[src/design/pps_pkg.sv]
// Shared types and codes for the preemptive priority scheduler.
`default_nettype none
package pps_pkg;

  // Request command codes
  typedef enum logic [1:0] {
    CMD_LOAD  = 2'd0,
    CMD_TICK  = 2'd1,
    CMD_CLEAR = 2'd2,
    CMD_NOP   = 2'd3
  } cmd_t;

  // Request payload
  typedef struct packed {
    logic [1:0]  cmd;
    logic [15:0] arrival;
    logic [15:0] burst;
    logic [7:0]  prio;
  } req_t;

  // Response payload
  typedef struct packed {
    logic [3:0]  running_slot;
    logic        idle;
    logic        slice_start;
    logic [15:0] time_now;
    logic        proc_finished;
    logic [15:0] turnaround;
    logic [15:0] waiting;
    logic        all_done;
    logic        load_error;
  } rsp_t;

  // Controller states
  typedef enum logic [1:0] {
    S_IDLE  = 2'd0,
    S_SCAN  = 2'd1,
    S_DRAIN = 2'd2,
    S_EMIT  = 2'd3
  } state_t;

  // Controller to datapath commands
  typedef struct packed {
    logic capture;    // take the request, restart the scan
    logic scan_step;  // read the next slot
    logic commit;     // update state and load the response register
  } ctrl_t;

  // Datapath to controller status
  typedef struct packed {
    cmd_t req_cmd;
    logic scan_done;
  } stat_t;

endpackage
`default_nettype wire

[src/design/preemptive_priority_scheduler_unit.sv]
// Top level of the preemptive priority scheduler.
`default_nettype none
// Tick-driven preemptive priority scheduler over up to MAX_PROCS process
// slots. Each request is a load (append a process), a tick (run the best
// eligible slot for one time unit) or a clear (empty the table, time to zero);
// every request yields exactly one response. Requests are handled one at a
// time. A tick scans the loaded slots before it responds: the slot tables
// sit in single-read-port memories, so the candidate scan reads one slot per
// cycle, followed by a compare-drain state and a commit state. Load, clear
// and unused commands skip the scan and go straight to commit. The next
// request is taken in the cycle after the response is registered, even if
// the response has not yet been taken. Time saturates at 2^TIME_BITS - 1.
module preemptive_priority_scheduler_unit #(
  parameter int MAX_PROCS = 16,
  parameter int TIME_BITS = 16
) (
  input  wire                 clk,
  input  wire                 rst,
  input  wire                 req_valid,
  output logic                req_ready,
  input  wire pps_pkg::req_t  req,
  output logic                rsp_valid,
  input  wire                 rsp_ready,
  output pps_pkg::rsp_t       rsp
);
  import pps_pkg::*;

  ctrl_t ctrl;
  stat_t stat;

  // Sequencer
  pps_ctrl u_ctrl (
    .clk       (clk),
    .rst       (rst),
    .req_valid (req_valid),
    .req_ready (req_ready),
    .rsp_valid (rsp_valid),
    .rsp_ready (rsp_ready),
    .stat      (stat),
    .ctrl      (ctrl)
  );

  // Tables, scan and update
  pps_dp #(
    .MAX_PROCS (MAX_PROCS),
    .TIME_BITS (TIME_BITS)
  ) u_dp (
    .clk  (clk),
    .rst  (rst),
    .req  (req),
    .ctrl (ctrl),
    .stat (stat),
    .rsp  (rsp)
  );

`ifndef SYNTHESIS
  // One request at a time: acceptance closes the input until the response
  a_one_in_flight: assert property (@(posedge clk) disable iff (rst)
    (req_valid && req_ready) |=> !req_ready)
    else $error("request accepted while another was in flight");

  // A commit always presents a response
  a_commit_shows: assert property (@(posedge clk) disable iff (rst)
    ctrl.commit |=> rsp_valid)
    else $error("commit did not raise response valid");

  // A response appears only from a commit
  a_rsp_from_commit: assert property (@(posedge clk) disable iff (rst)
    $rose(rsp_valid) |-> $past(ctrl.commit))
    else $error("response valid without a commit");
`endif

endmodule
`default_nettype wire

[src/design/pps_ctrl.sv]
// Sequencing state machine of the scheduler: accept, scan, drain, emit.
`default_nettype none
module pps_ctrl (
  input  wire                  clk,
  input  wire                  rst,
  input  wire                  req_valid,
  output logic                 req_ready,
  output logic                 rsp_valid,
  input  wire                  rsp_ready,
  input  wire pps_pkg::stat_t  stat,
  output pps_pkg::ctrl_t       ctrl
);
  import pps_pkg::*;

  state_t state, state_next;
  logic   out_free;

  // Response register can take a new value
  assign out_free = !rsp_valid || rsp_ready;

  // State register
  always_ff @(posedge clk) begin
    if (rst) begin
      state <= S_IDLE;
    end else begin
      state <= state_next;
    end
  end

  // Next state
  always_comb begin
    state_next = state;
    case (state)
      S_IDLE: begin
        if (req_valid) begin
          state_next = (stat.req_cmd == CMD_TICK) ? S_SCAN : S_EMIT;
        end
      end
      S_SCAN: begin
        if (stat.scan_done) begin
          state_next = S_DRAIN;
        end
      end
      S_DRAIN: begin
        state_next = S_EMIT;
      end
      S_EMIT: begin
        if (out_free) begin
          state_next = S_IDLE;
        end
      end
      default: begin
        state_next = S_IDLE;
      end
    endcase
  end

  // Outputs
  always_comb begin
    req_ready      = 1'b0;
    ctrl.capture   = 1'b0;
    ctrl.scan_step = 1'b0;
    ctrl.commit    = 1'b0;
    case (state)
      S_IDLE: begin
        req_ready    = 1'b1;
        ctrl.capture = req_valid;
      end
      S_SCAN: begin
        ctrl.scan_step = !stat.scan_done;
      end
      S_DRAIN: begin
      end
      S_EMIT: begin
        ctrl.commit = out_free;
      end
      default: begin
      end
    endcase
  end

  // Response valid flag
  always_ff @(posedge clk) begin
    if (rst) begin
      rsp_valid <= 1'b0;
    end else if (ctrl.commit) begin
      rsp_valid <= 1'b1;
    end else if (rsp_ready) begin
      rsp_valid <= 1'b0;
    end
  end

endmodule
`default_nettype wire

[src/design/pps_dp.sv]
// Datapath of the scheduler: slot tables, candidate scan and state update.
`default_nettype none
module pps_dp #(
  parameter int MAX_PROCS = 16,
  parameter int TIME_BITS = 16
) (
  input  wire                  clk,
  input  wire                  rst,
  input  wire pps_pkg::req_t   req,
  input  wire pps_pkg::ctrl_t  ctrl,
  output pps_pkg::stat_t       stat,
  output pps_pkg::rsp_t        rsp
);
  import pps_pkg::*;

  localparam int SLOT_W = $clog2(MAX_PROCS);
  localparam int CNT_W  = $clog2(MAX_PROCS + 1);
  localparam int WIDE   = (TIME_BITS > 16) ? TIME_BITS : 16;
  localparam int SW4    = (SLOT_W > 4) ? SLOT_W : 4;
  localparam logic [TIME_BITS-1:0] TMAX = {TIME_BITS{1'b1}};

  // Slot tables
  logic [TIME_BITS-1:0] arr_mem [MAX_PROCS];
  logic [15:0]          bst_mem [MAX_PROCS];
  logic [15:0]          rem_mem [MAX_PROCS];
  logic [7:0]           pri_mem [MAX_PROCS];

  // Captured request and scheduler state
  req_t                 cur;
  logic [CNT_W-1:0]     loaded_count, loaded_count_next;
  logic [CNT_W-1:0]     finished_count, finished_count_next;
  logic [TIME_BITS-1:0] clock_time, clock_time_next;
  logic                 last_valid, last_valid_next;
  logic [SLOT_W-1:0]    last_run, last_run_next;

  // Scan pipeline
  logic [CNT_W-1:0]     scan_idx;
  logic                 rd_valid;
  logic [SLOT_W-1:0]    rd_slot;
  logic [TIME_BITS-1:0] rd_arr;
  logic [15:0]          rd_bst, rd_rem;
  logic [7:0]           rd_pri;

  // Best candidate so far
  logic                 found;
  logic [SLOT_W-1:0]    best_slot;
  logic [TIME_BITS-1:0] best_arr;
  logic [15:0]          best_bst, best_rem;
  logic [7:0]           best_pri;

  logic eligible, better, take;

  // Commit-time values
  logic                 ld_we, tk_we;
  logic [TIME_BITS-1:0] after;
  logic [WIDE-1:0]      arr_in_w, tnow_w, after_w, best_arr_w, best_bst_w, tat_w, wt_w;
  logic [SW4-1:0]       slot_w;
  logic                 fin;
  rsp_t                 rsp_next;

  assign stat.req_cmd   = cmd_t'(req.cmd);
  assign stat.scan_done = (scan_idx == loaded_count);

  // Request capture
  always_ff @(posedge clk) begin
    if (ctrl.capture) begin
      cur <= req;
    end
  end

  // Slot read, one per scan step
  always_ff @(posedge clk) begin
    if (ctrl.scan_step) begin
      rd_arr  <= arr_mem[scan_idx[SLOT_W-1:0]];
      rd_bst  <= bst_mem[scan_idx[SLOT_W-1:0]];
      rd_rem  <= rem_mem[scan_idx[SLOT_W-1:0]];
      rd_pri  <= pri_mem[scan_idx[SLOT_W-1:0]];
      rd_slot <= scan_idx[SLOT_W-1:0];
    end
  end

  // Scan counter and read-valid flag
  always_ff @(posedge clk) begin
    if (rst) begin
      scan_idx <= '0;
      rd_valid <= 1'b0;
    end else begin
      rd_valid <= ctrl.scan_step;
      if (ctrl.capture) begin
        scan_idx <= '0;
      end else if (ctrl.scan_step) begin
        scan_idx <= scan_idx + CNT_W'(1);
      end
    end
  end

  // Candidate compare: priority, then remaining work, then arrival
  always_comb begin
    eligible = rd_valid && (rd_arr <= clock_time) && (rd_rem != 16'd0);
    if (rd_pri != best_pri) begin
      better = rd_pri < best_pri;
    end else if (rd_rem != best_rem) begin
      better = rd_rem < best_rem;
    end else begin
      better = rd_arr < best_arr;
    end
    take = eligible && (!found || better);
  end

  always_ff @(posedge clk) begin
    if (rst) begin
      found <= 1'b0;
    end else if (ctrl.capture) begin
      found <= 1'b0;
    end else if (take) begin
      found <= 1'b1;
    end
  end

  always_ff @(posedge clk) begin
    if (take) begin
      best_slot <= rd_slot;
      best_arr  <= rd_arr;
      best_bst  <= rd_bst;
      best_rem  <= rd_rem;
      best_pri  <= rd_pri;
    end
  end

  // Commit: next state and response
  always_comb begin
    after      = (clock_time == TMAX) ? clock_time : clock_time + TIME_BITS'(1);
    arr_in_w   = WIDE'(cur.arrival);
    tnow_w     = WIDE'(clock_time);
    after_w    = WIDE'(after);
    best_arr_w = WIDE'(best_arr);
    best_bst_w = WIDE'(best_bst);
    slot_w     = SW4'(best_slot);
    fin        = (best_rem == 16'd1);
    tat_w      = (after_w >= best_arr_w) ? after_w - best_arr_w : '0;
    wt_w       = (tat_w >= best_bst_w) ? tat_w - best_bst_w : '0;

    ld_we               = 1'b0;
    tk_we               = 1'b0;
    loaded_count_next   = loaded_count;
    finished_count_next = finished_count;
    clock_time_next     = clock_time;
    last_valid_next     = last_valid;
    last_run_next       = last_run;
    rsp_next            = '0;
    rsp_next.time_now   = tnow_w[15:0];

    case (cmd_t'(cur.cmd))
      CMD_LOAD: begin
        if (cur.burst == 16'd0 || loaded_count >= CNT_W'(MAX_PROCS)) begin
          rsp_next.load_error = 1'b1;
        end else begin
          ld_we             = 1'b1;
          loaded_count_next = loaded_count + CNT_W'(1);
        end
      end
      CMD_TICK: begin
        clock_time_next = after;
        if (!found) begin
          rsp_next.idle = 1'b1;
        end else begin
          tk_we                 = 1'b1;
          rsp_next.running_slot = slot_w[3:0];
          rsp_next.slice_start  = !last_valid || (last_run != best_slot);
          last_valid_next       = 1'b1;
          last_run_next         = best_slot;
          if (fin) begin
            rsp_next.proc_finished = 1'b1;
            rsp_next.turnaround    = tat_w[15:0];
            rsp_next.waiting       = wt_w[15:0];
            finished_count_next    = finished_count + CNT_W'(1);
          end
        end
      end
      CMD_CLEAR: begin
        loaded_count_next   = '0;
        finished_count_next = '0;
        clock_time_next     = '0;
        last_valid_next     = 1'b0;
        last_run_next       = '0;
        rsp_next.time_now   = '0;
      end
      CMD_NOP: begin
      end
      default: begin
      end
    endcase
    rsp_next.all_done = (finished_count_next == loaded_count_next);
  end

  // Scheduler state registers
  always_ff @(posedge clk) begin
    if (rst) begin
      loaded_count   <= '0;
      finished_count <= '0;
      clock_time     <= '0;
      last_valid     <= 1'b0;
      last_run       <= '0;
    end else if (ctrl.commit) begin
      loaded_count   <= loaded_count_next;
      finished_count <= finished_count_next;
      clock_time     <= clock_time_next;
      last_valid     <= last_valid_next;
      last_run       <= last_run_next;
    end
  end

  // Table writes: a load fills a new slot, a tick charges the winner
  always_ff @(posedge clk) begin
    if (ctrl.commit && ld_we) begin
      arr_mem[loaded_count[SLOT_W-1:0]] <= arr_in_w[TIME_BITS-1:0];
      bst_mem[loaded_count[SLOT_W-1:0]] <= cur.burst;
      rem_mem[loaded_count[SLOT_W-1:0]] <= cur.burst;
      pri_mem[loaded_count[SLOT_W-1:0]] <= cur.prio;
    end else if (ctrl.commit && tk_we) begin
      rem_mem[best_slot] <= best_rem - 16'd1;
    end
  end

  // Response register
  always_ff @(posedge clk) begin
    if (ctrl.commit) begin
      rsp <= rsp_next;
    end
  end

endmodule
`default_nettype wire

[config.mk]
export PLATFORM = sky130hd
export DESIGN_NAME = preemptive_priority_scheduler_unit
export DESIGN_NICKNAME = d
export VERILOG_FILES = /design/src/design/pps_pkg.sv /design/src/design/preemptive_priority_scheduler_unit.sv /design/src/design/pps_ctrl.sv /design/src/design/pps_dp.sv
export SDC_FILE = /design/constraint.sdc
export NUM_CORES = 1
export LEC_CHECK = 0
export CORE_MARGIN = 2
export CORE_UTILIZATION = 63
export DETAILED_ROUTE_END_ITERATION = 7
export DONT_BUFFER_PORTS = 1
export PLACE_DENSITY = 0.79
export SYNTH_ARGS = -nofsm -noshare
export SYNTH_HDL_FRONTEND = slang
export SYNTH_SLANG_ARGS = --single-unit
[constraint.sdc]
create_clock -name clk -period 7.52 [get_ports clk]
set_input_delay 0.752 -clock clk [delete_from_list [all_inputs] [get_ports clk]]
set_output_delay 0.752 -clock clk [all_outputs]
set_load 0.02 [all_outputs]
### Word level (Yosys, flattened, before mapping)

Memories as Yosys holds them, arrays and structs flattened. A register that Yosys moved wholly into a read port is not among the register bits.
Cells that the tools add are included.

* memories kept: 4
* register bits after elaboration: 204
* RAM bits: 896
* input bits: 46
* output and inout port bits: 59

* eq/ne operators: 17
* order comparisons: 7
* add/sub/neg operators: 7
* muxes and demuxes: 41
* reductions and logical operators: 27

Memories
* u_dp.arr_mem: words 16, width 16, read ports 1, clocked after Yosys merged registers in 1, write ports 1, RTL line pps_dp.sv:23 `logic [TIME_BITS-1:0] arr_mem [MAX_PROCS];`
* u_dp.bst_mem: words 16, width 16, read ports 1, clocked after Yosys merged registers in 1, write ports 1, RTL line pps_dp.sv:24 `logic [15:0] bst_mem [MAX_PROCS];`
* u_dp.rem_mem: words 16, width 16, read ports 1, clocked after Yosys merged registers in 1, write ports 1, RTL line pps_dp.sv:25 `logic [15:0] rem_mem [MAX_PROCS];`
* u_dp.pri_mem: words 16, width 8, read ports 1, clocked after Yosys merged registers in 1, write ports 1, RTL line pps_dp.sv:26 `logic [7:0] pri_mem [MAX_PROCS];`

Operators with widths (number)
* $mux 16: 4
* $mux 33: 1
* $ge 16x16->1: 2
* $lt 16x16->1: 2
* $pmux 16 s2: 1
* $sub 16x16->16: 2
* $mux 1: 21
* $pmux 5 s2: 2
* $add 16x1->16 const B: 1
* $eq 16x1->1 const B: 1
* $eq 16x16->1 const B: 1
* $le 16x16->1: 1
* $logic_not 16->1: 1
* $ne 16x16->1: 1
* $reduce_bool 16->1: 1
* $reduce_or 16->1: 1
* $sub 16x1->16 const B: 1
* $add 5x1->5 const B: 3
* $mux 5: 3
* $eq 5x5->1: 2
* $reduce_and 3->1: 3
* $lt 8x8->1: 1
* $mux 2: 4
* $mux 4: 2
* 18 further kinds: 37

### Depth between registers and ports, before layout

* depth in word-level cells: 9
* depth in mapped cells: 28
* depth with buffers taken out: 24

### Hierarchy

A second synthesis with hierarchy kept.

* cells, all modules: 2435
* area total of the unflattened synthesis: 46778.6 µm²

Modules (own cells, without submodules)
* pps_dp: area each 46532.1 µm², times used 1, seq. area each 34242.8 µm², cells an instance 2410
* pps_ctrl: area each 246.5 µm², times used 1, seq. area each 60.1 µm², cells an instance 25

### Worst setup path after synthesis

OpenSTA, ideal clock, no wires.

* path type: register to register
* from: register u_dp.clock_time[0]
* to: register, netlist name u_dp.rsp[10]
* path slack: 1.513 ns
* data arrival time: 5.741 ns
* cell stages (with the launch flop): 27
* path buffers: 4
* cell sequence: dfxtp_1 > ha_1 > nand3_1 > or4_1 > or2_0 > buf_2 > xnor2_1 > ha_1 > fa_1 > nor2b_1 > o31a_1 > nor4_1 > o31ai_1 > o21ai_1 > and2_1 > clkbuf_1 > buf_2 > nor2_1 > ha_1 > nor2b_1 > o31ai_1 > a21oi_1 > a2111oi_0 > o31ai_1 > nand2_1 > clkbuf_1 > nor2_1

* longest elaborated chain between the ends: 6
* elaborated cells on any way between the ends: 9
* classes of those cells: 3 x add/sub; 2 x order compare; 1 x eq/ne; 2 x mux; 1 x reduce/logical

RTL lines
* start, declared: RTL line pps_dp.sv:32 `logic [TIME_BITS-1:0] clock_time, clock_time_next;`
* start signal, assigned: RTL line pps_dp.sv:207 `clock_time <= clock_time_next;`
* $add 16x1->16 / $eq 16x16->1 (equally long branches): RTL line pps_dp.sv:132 `after = (clock_time == TMAX) ? clock_time : clock_time + TIME_BITS'(1);`
* $mux 16 (*): RTL line pps_dp.sv:132
* $sub 16x16->16 / $ge 16x16->1 (equally long branches): RTL line pps_dp.sv:140 `tat_w = (after_w >= best_arr_w) ? after_w - best_arr_w : '0;`
* $mux 16 (*): RTL line pps_dp.sv:140
* named net u_dp.tat_w[2]: RTL line pps_dp.sv:56 `logic [WIDE-1:0] arr_in_w, tnow_w, after_w, best_arr_w, best_bst_w, tat_w, wt_w;`
* $ge 16x16->1: RTL line pps_dp.sv:141 `wt_w = (tat_w >= best_bst_w) ? tat_w - best_bst_w : '0;`
* $reduce_and 4->1 (no line)

Mark *: on every way through the listed nets, which the timed path passes. The rest lies on a longest branch.
A chain may end at the register's enable or synchronous reset.

### Worst setup path in the final report

* from: register u_dp.clock_time[0]
* to: register, netlist name u_dp.rsp[5]

* longest elaborated chain between the ends: 6
* elaborated cells on any way between the ends: 9
* classes of those cells: 3 x add/sub; 2 x order compare; 1 x eq/ne; 2 x mux; 1 x reduce/logical

RTL lines (RTL line)
* $add 16x1->16 / $eq 16x16->1 (equally long branches): pps_dp.sv:132
* $mux 16 (*): pps_dp.sv:132
* $sub 16x16->16 / $ge 16x16->1 (equally long branches): pps_dp.sv:140
* $mux 16 (*): pps_dp.sv:140
* $ge 16x16->1: pps_dp.sv:141
* $reduce_and 4->1 (no line)

Mark *: on every way between the ends. The rest lies on a longest branch, timed or not.

==> results.py <==
metrics = {
    "outcome": {
        "status": "finished, final reports clean",
    },
    "place": {
        "detailed_place_hpwl_um": 60240,
        "dp_slack_ns": 0.5187,
        "numPortBuffers": 0,
        "dpl-instance-area_mm2": 0.04803,
        "gp_congestion": 0.9030,
        "dp.cells": 3341,
    },
    "critical_path": {
        "worst-path-buf-inv": 0,
        "r2r_cells": 23,
        "slowest_stage": "or4_1",
        "slowest_delay_ns": 0.58,
        "arrival_ns": 7.56,
        "crit_cells": 23,
        "required_ns": 8.03,
        "r2r_end": "u_dp.rsp[5]",
        "crit_fanout": 17,
        "critical_path_class": "reg2reg",
        "worst_setup_path_end_kind": "flop",
        "path_cells": "ha_1 > nand3_1 > or4_1 > or2_0 > xnor2_1 > ha_1 > fa_1 > nor2b_1 > o31a_1 > nor4_1 > o31ai_1 > o21ai_1 > and2_1 > or2_1 > ha_1 > fa_1 > nor2b_1 > o31ai_1 > a21oi_1 > a2111oi_0 > o31ai_1 > nand2_2 > a211oi_1",
        "start_kind": "flop",
        "r2r-start": "u_dp.clock_time[0]",
        "critPathTopFamily": "simple AND/OR/NAND/NOR gates",
        "cp-endpoint": "u_dp.rsp[5]",
        "crit_start": "u_dp.clock_time[0]",
        "regToRegSetupSlack_ns": 0.47,
    },
    "sta": {
        "fin_crit_ns": 7.055,
        "rsz0062_at_grt": "false",
        "layout_setup_ws_ns": 0.4651,
        "finalSetupTns_ns": 0,
        "final-setup-viol-count": 0,
        "slew_viol_final": 0,
        "max_clock_freq_ghz": 0.1417,
        "whs_ns": 0.1303,
        "fin_skew_ns": 0.03532,
        "worst_pin_slew_ns": 1.324,
        "fin_crit_sh_pct": 93.82,
        "hold_viol": 0,
        "slew_headroom_pct": 11.34,
    },
    "clock_tree": {
        "path_clk_slew_ns": 0.06,
        "clk_latency_ns": 0.69,
        "cts_tree": "yes",
        "h-tree-depth": 3,
        "cts_num_sinks": 1156,
        "cts_setup_buffers": 0,
        "clockRootBuffer": "clkbuf_16",
        "cts_inserted_buffers": 109,
        "cts.path.max_buffers": 3,
        "postCtsHoldBufs": 0,
    },
    "drt": {
        "num_vias": 24620,
        "post-route-drc-count": 0,
        "drt-total-wl_um": 113400,
        "viasPerCell": 6.944,
        "postRouteAntennaNets": 0,
        "drtPass1Iterations": 6,
        "wl_per_cell_um": 31.99,
        "dr.first_iter.drc_count": 3278,
    },
    "yosys": {
        "ys_seq_area_share_pct": 73.41,
        "yosys_warnings": 0,
        "yosys.area.top_type": "edfxtp_1",
        "synth_top_area_share_pct": 71.65,
        "synthFlopType": "edfxtp_1",
        "ys_types": 68,
        "synth_edf_count": 1115,
        "synthArstFlopShare_pct": 0,
        "synthCells": 2433,
        "syn_nets": 2584,
        "syn_area_mm2": 0.04673,
        "ys_ff_latch": 1156,
        "yosys-top-cells-area": "edfxtp_1, mux4_2, ha_1, dfxtp_1, nor2_1",
        "syn_avg_cell_area_um2": 19.21,
    },
    "floorplan": {
        "fp-row-count": 99,
        "ios": 105,
        "core_area_mm2": 0.07321,
        "die_area_mm2": 0.07636,
        "die_h_um": 276.3,
        "die_w_um": 276.3,
        "initial_core_util_pct": 63.83,
    },
    "hold_path": {
        "hold_class": "in2reg",
    },
    "pwr": {
        "p_leak_nw": 16.30,
        "peakVddDrop_mv": 0.2103,
        "power_mw": 13.58,
        "powerDensity_mw_per_mm2": 263.8,
    },
    "global_route": {
        "grt_overflow": 0,
        "antenna_found_initial": 4,
        "grt_pass1_wl_um": 167800,
        "grt.total_usage_pct": 30.15,
        "grt_start_max_net_pins": 140,
        "grt_pass1_vias": 25310,
    },
    "flow_run": {
        "cap_violations": 0,
    },
    "layout": {
        "area_growth_pct": 10.15,
        "postLayoutCoreUtil_pct": 70.31,
        "nNetsFinal": 2644,
        "drive_above_1_share_pct": 20.05,
        "stdcell_area_mm2": 0.05147,
        "final_cells": 3545,
    },
}
[Yosys cell counts (all sizes together) (31+ instances only)]
| cell type | count |
|---|---|
| inv | 93 |
| a21oi | 75 |
| o21ai | 37 |
| mux4 | 280 |
| ha | 103 |
| edfxtp | 1115 |
| dfxtp | 41 |
| nand2 | 55 |
| xnor2 | 41 |
| clkbuf | 66 |
| nor3 | 34 |
| buf | 31 |
| nor2 | 163 |
[cell usage in the layout (no fill, tap or decap), types with 5 or more instances in the layout]
cell type and n:
edfxtp_1 1115, mux4_2 280, nor2_1 154, clkbuf_16 112
ha_1 103, inv_1 91, a21oi_1 74, nand2_1 54
buf_4 44, xnor2_1 41, dfxtp_1 37, o21ai_0 34
nor3_1 30, nand4_1 30, clkinv_1 26, clkinv_2 25
nand3_1 23, a21o_1 23, clkbuf_1 21, xor2_1 19
nor4_1 19, a31oi_1 17, nor2b_1 16, and3_1 14
nand2b_1 13, a22oi_1 10, a211oi_1 9, nor2_4 9
o21a_1 8, o31ai_1 8, or3_1 8, o211ai_1 6
clkinvlp_4 6, and2_1 5, o31a_1 5, a311oi_1 5
mux2i_1 5, bufinv_16 5
[routing by layer]
metal | wire, um | part of all wire (%) | GRT usage (%)
met1 | 42230 | 37 | 41.47
met2 | 56470 | 50 | 49.31
met3 | 11000 | 9.7 | 5.552
met4 | 3649 | 3.2 | 10.73
met5 | 41 | 0.036 | 0
[flip-flops by register name, indices dropped and copies added (netlist names), 8 cells and up]
register and cells:
u_dp.clock_time 16, u_dp.rd_bst 16, u_dp.rd_pri 8, u_dp.rd_arr 16, u_dp.pri_mem 128, u_dp.rem_mem 256, u_dp.bst_mem 256, u_dp.best_rem 16
u_dp.cur 26, u_dp.best_arr 16, u_dp.best_bst 16, u_dp.arr_in_w 16, u_dp.best_pri 8, u_dp.rd_rem 16, u_dp.rsp 57, u_dp.arr_mem 256
[worst reg2reg max path, delay by kind of cell, from the launching register on]
kind / cells / cell delay [ns]
adder cells (fa/ha/maj): 5 / 1.59
AND/OR/NAND/NOR: 9 / 2.58
flip-flops: 1 / 0.51
XOR/XNOR: 1 / 0.21
AO/OA/AOI/OAI: 8 / 2.01
[worst min-delay path by stage]
stage	from	endpoint	slack [ns]	cells after the start
after floorplan	u_dp.rd_bst[0]	u_dp.best_bst[0]	0.40	0
final	rst	u_ctrl.state[1]	0.13	1
after CTS	rst	u_ctrl.state[1]	0.1	1
after global routing	rst	u_ctrl.state[1]	0.11	1
after detailed placement	u_dp.rd_slot[3]	u_dp.best_slot[3]	0.41	0
after global placement	u_dp.rd_slot[0]	u_dp.best_slot[0]	0.40	0
[final cells by class]
cell class | instances | area, um^2
fill | 4106 | 21740
multi-input combinational | 1087 | 11810
inverter | 93 | 349.1
clock buffer | 133 | 2882
clock inverter | 69 | 539.3
timing repair buffer | 46 | 370.4
sequential | 1156 | 34320
tap | 959 | 1200
antenna | 2 | 5.005
[what timing repair did]
action / CTS / global route
endpoints found under the setup margin: 0 / 10
endpoints found under the hold margin: 0 / 0
resized for setup: 0 / 1
[where the power goes]
group          switching, mW  internal [mW]  leakage [nW]  total (mW)
Clock                   2.42           2.91          1.66        5.32
Combinational          0.356          0.129          4.24       0.485
Sequential             0.302           7.47          10.4        7.77
Total                   3.07           10.5          16.3        13.6
[kinds of logic (layout without fill, tap and decap cells)]
| family | after synthesis | in the layout | share of synthesized area (%) |
|---|---|---|---|
| buf+inv | 190 | 341 | 1.585 |
| other cells | 0 | 2 | 0 |
| compound gates | 232 | 232 | 3.197 |
| xor+xnor | 61 | 61 | 1.159 |
| mux | 286 | 286 | 13.63 |
| flops | 1156 | 1156 | 73.41 |
| fa+ha+maj | 105 | 105 | 2.844 |
| simple gates | 403 | 403 | 4.177 |
Note: power is estimated with default switching activity, not from simulation.
